===== src/rtl/ternary_weight_dot_product_top_macros.svh =====
// Assertion macros for the ternary weight dot product block.
// Included by the RTL files that carry concurrent assertions; needs clk and rst_n in scope.
`ifndef TERNARY_WEIGHT_DOT_PRODUCT_TOP_MACROS_SVH
`define TERNARY_WEIGHT_DOT_PRODUCT_TOP_MACROS_SVH

`ifndef SYNTHESIS
// Same-cycle implication.
`define TWDP_ASSERT_NOW(lbl, ante, cons, msg) \
    lbl: assert property (@(posedge clk) disable iff (!rst_n) (ante) |-> (cons)) \
        else $error(msg);
// Next-cycle implication.
`define TWDP_ASSERT_NEXT(lbl, ante, cons, msg) \
    lbl: assert property (@(posedge clk) disable iff (!rst_n) (ante) |=> (cons)) \
        else $error(msg);
`else
`define TWDP_ASSERT_NOW(lbl, ante, cons, msg)
`define TWDP_ASSERT_NEXT(lbl, ante, cons, msg)
`endif

`endif


===== src/rtl/twdp_pkg.sv =====
// Shared types, constants and functions for the ternary weight dot product block.
// No dependencies; imported by twdp_dot, ternary_weight_dot_product_top and the testbench.
package twdp_pkg;

    localparam int unsigned MAX_VECTOR_LEN = 8192;

    localparam int unsigned ADDR_W = 3;
    localparam logic [31:0] SCALE_RESET = 32'd65536;

    // Register index, taken from paddr[2]
    localparam logic REG_SCALE   = 1'b0;
    localparam logic REG_BIAS_EN = 1'b1;

    // Weight codes (weight = code - 1)
    localparam logic [1:0] CODE_NEG  = 2'd0;
    localparam logic [1:0] CODE_ZERO = 2'd1;
    localparam logic [1:0] CODE_POS  = 2'd2;
    localparam logic [1:0] CODE_TWO  = 2'd3;

    typedef struct packed {
        logic [7:0]         weight_byte;
        logic signed [7:0]  act_a;
        logic signed [7:0]  act_b;
        logic signed [7:0]  act_c;
        logic signed [7:0]  act_d;
        logic signed [31:0] bias_value;
        logic               last;
    } item_t;

    typedef struct packed {
        logic signed [31:0] dot_sum;
        logic signed [63:0] scaled_result;
    } result_t;

    typedef struct packed {
        logic accept;
        logic last;
    } acc_ctrl_t;

    // One ternary product: weight in {-1, 0, +1, +2} times a signed byte
    function automatic logic signed [9:0] tern_prod(input logic [1:0] code,
                                                    input logic signed [7:0] act);
        logic signed [9:0] ext;
        logic signed [9:0] prod;
        begin
            ext = {{2{act[7]}}, act};
            unique case (code)
                CODE_NEG:  prod = -ext;
                CODE_ZERO: prod = '0;
                CODE_POS:  prod = ext;
                CODE_TWO:  prod = ext <<< 1;
                default:   prod = '0;
            endcase
            return prod;
        end
    endfunction

endpackage


===== src/rtl/ternary_weight_dot_product_top.sv =====
// Top level of the ternary weight dot product block: APB registers,
// accumulate stage, multiply stage and bias/saturate output stage.
// Depends on twdp_pkg, twdp_dot and ternary_weight_dot_product_top_macros.svh.
//
// Usage:
//   Stream items on item/item_valid/item_ready. Each item holds one weight
//   byte (four 2-bit codes, weight = code - 1) and four int8 activations.
//   Every item is folded into a 32-bit wrapping accumulator as it is taken.
//   The item with last set closes the vector: one result (raw dot_sum and
//   dot_sum * scale_q16 + optional bias, saturated to 64 bits) leaves on
//   result/result_valid/result_ready, and the accumulator clears.
//   Throughput: one item per cycle while item_ready is high. The last item's
//   sum then passes the stage registers in order (accumulate, 32x33
//   multiply, bias add with saturation, one register each) to the result.
//   When result_ready is low, the output register holds; the inner stages
//   fill up, and item_ready drops only once every stage holds a result.
//   Items that are not last never occupy a stage, so they keep flowing until every stage holds a result.
//   Reset (rst_n low, asynchronous) clears the accumulator, empties all stages,
//   and sets scale_q16 to 1.0 (0x00010000) and bias_enable to 0.
//   Registers: scale_q16 at 0x0, bias_enable at 0x4; write only while idle.
module ternary_weight_dot_product_top (
    input  logic                            clk,
    input  logic                            rst_n,
    // item channel
    input  logic                            item_valid,
    output logic                            item_ready,
    input  twdp_pkg::item_t                 item,
    // result channel
    output logic                            result_valid,
    input  logic                            result_ready,
    output twdp_pkg::result_t               result,
    // configuration port
    input  logic                            psel,
    input  logic                            penable,
    input  logic                            pwrite,
    input  logic [twdp_pkg::ADDR_W-1:0]     paddr,
    input  logic [31:0]                     pwdata,
    output logic [31:0]                     prdata,
    output logic                            pready
);
    import twdp_pkg::*;

    `include "ternary_weight_dot_product_top_macros.svh"

    // ---------------- configuration registers ----------------
    logic [31:0] scale_reg;
    logic        bias_en_reg;
    logic        cfg_write;

    assign pready    = 1'b1;
    assign cfg_write = psel && penable && pwrite && pready;

    always_ff @(posedge clk or negedge rst_n)
    begin
        if (!rst_n)
        begin
            scale_reg   <= SCALE_RESET;
            bias_en_reg <= 1'b0;
        end
        else if (cfg_write)
        begin
            unique case (paddr[2])
                REG_SCALE:   scale_reg   <= pwdata;
                REG_BIAS_EN: bias_en_reg <= pwdata[0];
                default:     ;
            endcase
        end
    end

    always_comb
    begin
        unique case (paddr[2])
            REG_SCALE:   prdata = scale_reg;
            REG_BIAS_EN: prdata = {31'd0, bias_en_reg};
            default:     prdata = '0;
        endcase
    end

    // ---------------- stage advance chain ----------------
    // A stage moves when it is empty or the stage after it moves.
    logic a_valid_reg;
    logic b_valid_reg;
    logic res_valid_reg;
    logic res_adv;
    logic b_adv;
    logic a_adv;
    logic item_accept;

    assign res_adv     = !res_valid_reg || result_ready;
    assign b_adv       = !b_valid_reg || res_adv;
    assign a_adv       = !a_valid_reg || b_adv;
    assign item_ready  = a_adv;
    assign item_accept = item_valid && item_ready;

    // ---------------- accumulate ----------------
    acc_ctrl_t          acc_ctrl;
    logic signed [31:0] run_sum;

    assign acc_ctrl.accept = item_accept;
    assign acc_ctrl.last   = item.last;

    twdp_dot u_dot (
        .clk   (clk),
        .rst_n (rst_n),
        .ctrl  (acc_ctrl),
        .item  (item),
        .sum   (run_sum)
    );

    // Stage A: the closed vector sum and its bias
    logic signed [31:0] a_sum_reg;
    logic signed [31:0] a_bias_reg;

    always_ff @(posedge clk or negedge rst_n)
    begin
        if (!rst_n)
        begin
            a_valid_reg <= 1'b0;
        end
        else if (a_adv)
        begin
            a_valid_reg <= item_accept && item.last;
        end
    end

    always_ff @(posedge clk)
    begin
        if (a_adv && item_accept && item.last)
        begin
            a_sum_reg  <= run_sum;
            a_bias_reg <= item.bias_value;
        end
    end

    // ---------------- multiply ----------------
    // Signed sum times unsigned scale; |product| < 2^63, so 64 bits hold it.
    logic signed [64:0] mult_full;
    logic signed [31:0] b_sum_reg;
    logic signed [63:0] b_prod_reg;
    logic signed [31:0] b_bias_reg;

    assign mult_full = a_sum_reg * $signed({1'b0, scale_reg});

    always_ff @(posedge clk or negedge rst_n)
    begin
        if (!rst_n)
        begin
            b_valid_reg <= 1'b0;
        end
        else if (b_adv)
        begin
            b_valid_reg <= a_valid_reg;
        end
    end

    always_ff @(posedge clk)
    begin
        if (b_adv && a_valid_reg)
        begin
            b_sum_reg  <= a_sum_reg;
            b_prod_reg <= mult_full[63:0];
            b_bias_reg <= a_bias_reg;
        end
    end

    // ---------------- bias add and saturate ----------------
    logic signed [64:0] biased;
    logic signed [63:0] scaled;
    result_t            res_reg;

    assign biased = {b_prod_reg[63], b_prod_reg} + {{33{b_bias_reg[31]}}, b_bias_reg};

    always_comb
    begin
        scaled = b_prod_reg;
        if (bias_en_reg)
        begin
            priority if (biased[64] != biased[63])
            begin
                // clamp to the limit on the side of the true sign
                scaled = biased[64] ? {1'b1, 63'd0} : {1'b0, {63{1'b1}}};
            end
            else
            begin
                scaled = biased[63:0];
            end
        end
    end

    always_ff @(posedge clk or negedge rst_n)
    begin
        if (!rst_n)
        begin
            res_valid_reg <= 1'b0;
        end
        else if (res_adv)
        begin
            res_valid_reg <= b_valid_reg;
        end
    end

    always_ff @(posedge clk)
    begin
        if (res_adv && b_valid_reg)
        begin
            res_reg.dot_sum       <= b_sum_reg;
            res_reg.scaled_result <= scaled;
        end
    end

    assign result_valid = res_valid_reg;
    assign result       = res_reg;

    // ---------------- assertions ----------------
    `TWDP_ASSERT_NOW(a_empty_out_ready, !res_valid_reg, item_ready,
        "item_ready low while the output stage is empty")
    `TWDP_ASSERT_NEXT(a_stage_hold, a_valid_reg && !b_adv,
        a_valid_reg && $stable(a_sum_reg),
        "stage A lost or changed a held sum")
    `TWDP_ASSERT_NEXT(b_stage_hold, b_valid_reg && !res_adv,
        b_valid_reg && $stable(b_prod_reg),
        "stage B lost or changed a held product")
    `TWDP_ASSERT_NEXT(a_no_result_from_plain, !a_valid_reg && !(item_accept && item.last),
        !a_valid_reg, "stage A filled without a last item")

endmodule


===== src/rtl/twdp_dot.sv =====
// Four ternary products, their sum and the 32-bit wrapping accumulator.
// Depends on twdp_pkg.
module twdp_dot (
    input  logic                clk,
    input  logic                rst_n,
    input  twdp_pkg::acc_ctrl_t ctrl,
    input  twdp_pkg::item_t     item,
    output logic signed [31:0]  sum
);
    import twdp_pkg::*;

    logic signed [31:0] acc_reg;
    logic signed [31:0] acc_next;
    logic signed [11:0] part;

    assign part = 12'(tern_prod(item.weight_byte[7:6], item.act_a))
                + 12'(tern_prod(item.weight_byte[5:4], item.act_b))
                + 12'(tern_prod(item.weight_byte[3:2], item.act_c))
                + 12'(tern_prod(item.weight_byte[1:0], item.act_d));

    // Running sum including the current item; wraps modulo 2^32
    assign sum = acc_reg + 32'(part);

    always_comb
    begin
        acc_next = acc_reg;
        if (ctrl.accept)
        begin
            acc_next = ctrl.last ? '0 : sum;
        end
    end

    always_ff @(posedge clk or negedge rst_n)
    begin
        if (!rst_n)
        begin
            acc_reg <= '0;
        end
        else
        begin
            acc_reg <= acc_next;
        end
    end

endmodule


===== config.mk =====
export PLATFORM = sky130hd
export DESIGN_NAME = ternary_weight_dot_product_top
export DESIGN_NICKNAME = d
export VERILOG_FILES = /design/src/rtl/twdp_pkg.sv /design/src/rtl/ternary_weight_dot_product_top.sv /design/src/rtl/twdp_dot.sv
export VERILOG_INCLUDE_DIRS = /design/src /design/src/rtl
export SDC_FILE = /design/constraint.sdc
export NUM_CORES = 2
export LEC_CHECK = 0
export ABC_AREA = 0
export BUFFER_PORTS_ARGS = -buffer_cell sky130_fd_sc_hd__buf_4
export CAP_MARGIN = 5
export CORE_ASPECT_RATIO = 0.6
export CORE_MARGIN = 4
export CORE_UTILIZATION = 30
export CTS_CLUSTER_SIZE = 40
export DETAILED_ROUTE_END_ITERATION = 6
export PLACE_DENSITY_LB_ADDON = 0.15
export SETUP_SLACK_MARGIN = 0.4
export SYNTH_ARGS = -nofsm -noshare
export SYNTH_HDL_FRONTEND = slang
export SYNTH_SLANG_ARGS = --single-unit

===== constraint.sdc =====
create_clock -name clk -period 9.2 [get_ports clk]
set_input_delay 1.84 -clock clk [delete_from_list [all_inputs] [get_ports clk]]
set_output_delay 1.84 -clock clk [all_outputs]
set_load 0.02 [all_outputs]

==> flow_metrics.tcl <==
set metrics [dict create \
    start_util_pct 30.2 \
    r2r-start "a_sum_reg[5]$_DFFE_PP_" \
    crit_path_end_kind "flop" \
    grt_use_total_pct 19.5 \
    largest_reg_flops 96 \
    dieArea_um2 187000 \
    cts_tree "yes" \
    whs_path_depth 0 \
    async_flop_share_pct 19.1 \
    grt_remaining_overflow 0 \
    yosysUniqueCellTypes 93 \
    whs_endpoint "result[87]$_DFFE_PP_" \
    synth-seq-cells 356 \
    timing.final.crit_share_pct 91.9 \
    finalHoldViolCount 0 \
    wl_per_cell_um 22.6 \
    hold_path.startpoint "b_sum_reg[23]$_DFFE_PP_" \
    finalSetupTns_ns 0 \
    clockBufferDepth 3 \
    fill_cells 18300 \
    clk_pin_slew_ns 0.07 \
    critPathKind "flop to flop" \
    die_h_um 337 \
    multi_input_area_um2 39000 \
    postRouteAntennaNets 0 \
    seq_area_um2 10400 \
    wl_mm 182 \
    drive_gt1_share_pct 10.2 \
    reg2regPathDepth 24 \
    r2r_setup_slack_ns 0.75 \
    dr_total_vias 38700 \
    startpoint_type "flop" \
    hp-class "flop to flop" \
    synth-edff-count 288 \
    port_buffers 242 \
    core_um2 179000 \
    cp_max_fo 8 \
    yosysSeqAreaShare_pct 19.2 \
    drc 0 \
    ys_warn_count 0 \
    outcome "complete, no violations" \
    setup_violations 0 \
    cts.sinks 356 \
    rr_endpoint "b_prod_reg[63]$_DFFE_PP_" \
    routed_via_density 4.79 \
    slew_viol_final 0 \
    period_needed_ns 8.45 \
    grt_max_degree 113 \
    areaGrowthSynthToFinish_pct 12.5 \
    rsz0062_at_grt "no" \
    rows 120 \
    syn_nets 6937 \
    first_pass_iters 6 \
    routabilityCongestion 0.852 \
    htree_levels 2 \
    syn_avg_cell_area_um2 9.86 \
    synth_cells 5481 \
    critPathArrivalTime_ns 8.85 \
    required_ns 9.60 \
    first_iter_violations 2853 \
    hold_buffers 0 \
    cts_buffers 42 \
    finalNetCount 7108 \
    maxCapViolCount 0 \
    grt_pass1_wl_mm 273 \
    worst_skew_pair.late_latency_ns 0.67 \
    tightest_slew_ns 1.09 \
    io_pins 246 \
    die_w_um 556 \
    startpoint "a_sum_reg[5]$_DFFE_PP_" \
    final.setup_skew_ns 0.0471 \
    antenna_found_initial 15 \
    hpwlAfterDp_mm 147 \
    fmax_ghz 0.118 \
    slew_headroom_pct 27.0 \
    synth_flop_cell "edfxtp_1" \
    cts-root-buf "clkbuf_16" \
    syn-cell-area_um2 54000 \
    grt_pass1_vias 40100 \
]
worst max-delay path: stages (launching register included):
cell	delay (ns)
edfxtp_1	0.53
buf_4	0.21
buf_4	0.13
and2_1	0.15
fa_1	0.50
fa_1	0.47
fa_1	0.56
inv_1	0.09
fa_1	0.48
inv_1	0.05
fa_1	0.58
fa_1	0.59
fa_1	0.43
fa_1	0.50
ha_1	0.44
nand4_1	0.23
or3b_1	0.45
a211oi_1	0.22
buf_4	0.20
nor4_4	0.06
or4b_1	0.62
o21ai_2	0.22
or2_1	0.19
a311oi_1	0.14
xnor2_1	0.15
cells by family after synthesis:
group                    synth area share [%]
AO/OA/AOI/OAI                            8.98
XOR/XNOR                                 2.45
adder cells (fa/ha/maj)                  44.2
buffers and inverters                    8.78
flip-flops                               19.2
multiplexers                            0.845
other                                 0.00694
AND/OR/NAND/NOR                          15.5
metal layers:
layer / wire length, µm / track usage [%] / up-vias
li1: - / - / 17700
met1: 99700 / 32.4 / 19700
met2: 62800 / 23.8 / 1133
met3: 17300 / 6.66 / 94
met4: 2100 / 2.44 / 0
met5: 0 / 0 / -
synth_stat cells, drive strengths merged (49+ instances only):
cell type  number  area [µm²]
fa            949       19000
a21o           95         713
a21oi         210        1070
nor2b          49         307
xnor2         103         902
ha            392        4900
nand2         501        1880
and2          645        4040
clkbuf        272        1020
o21ai         118         606
nor3           81         410
inv           949        3560
nor2          181         679
edfxtp        288        8650
dfrtp          67        1680
worst max path at each step:
stage	cells past startpoint	end	slack [ns]
2_1_floorplan	24	b_prod_reg[63]$_DFFE_PP_	1.55
3_3_place_gp	22	b_prod_reg[63]$_DFFE_PP_	0.31
3_5_place_dp	22	b_prod_reg[63]$_DFFE_PP_	0.30
4_1_cts	22	b_prod_reg[63]$_DFFE_PP_	0.41
5_1_grt	27	b_prod_reg[63]$_DFFE_PP_	0.40
6_report	24	b_prod_reg[63]$_DFFE_PP_	0.75
stage by stage:
step | worst slack (ns) | hold WS [ns] | utilization, % | instance area, µm² | instances
after floorplan | 1.55 | 0.400 | - | 54000 | 5481
after global placement | 0.314 | 0.401 | 33.0 | 58900 | 7951
after detailed placement | 0.302 | 0.405 | 33.0 | 58900 | 7951
after CTS | 0.409 | 0.396 | 33.8 | 60500 | 8039
after global routing | 0.402 | 0.420 | 34.0 | 60800 | 8065
final | 0.748 | 0.410 | 34.0 | 60800 | 8067
cell type report:
class | count | share of cell area (%)
Antenna cell | 3 | 0.0124
Clock buffer | 49 | 1.79
Clock inverter | 28 | 0.581
Inverter | 949 | 5.86
Multi-Input combinational cell | 3879 | 64.1
Sequential cell | 356 | 17.1
Tap cell | 2379 | 4.90
Timing Repair Buffer | 424 | 5.66
cells in the final DEF (no fill, tap or decap), types with 35 or more instances in the layout:
cell / instances
dfrtp_1: 47
nor3_1: 80
nand2_1: 501
a21oi_1: 208
nand4_1: 39
o21ai_0: 110
o2bb2ai_1: 42
and2_1: 643
xor2_1: 48
inv_1: 949
a21o_1: 95
nor2_1: 180
nand3_1: 35
mux2_2: 37
buf_4: 402
fa_1: 949
edfxtp_1: 288
ha_1: 392
nor2b_1: 49
xnor2_1: 103
clkbuf_16: 42
repair_timing:
action                                  4_1_cts  5_1_grt
setup buffers                                11       25
endpoints found under the setup margin        1       12
resized for setup                             0       24
hold endpoints to repair                      0        0
Power is left out: the tool's default activity adds up to more than one toggle a clock period on the data nets, which glitch-free logic cannot reach.
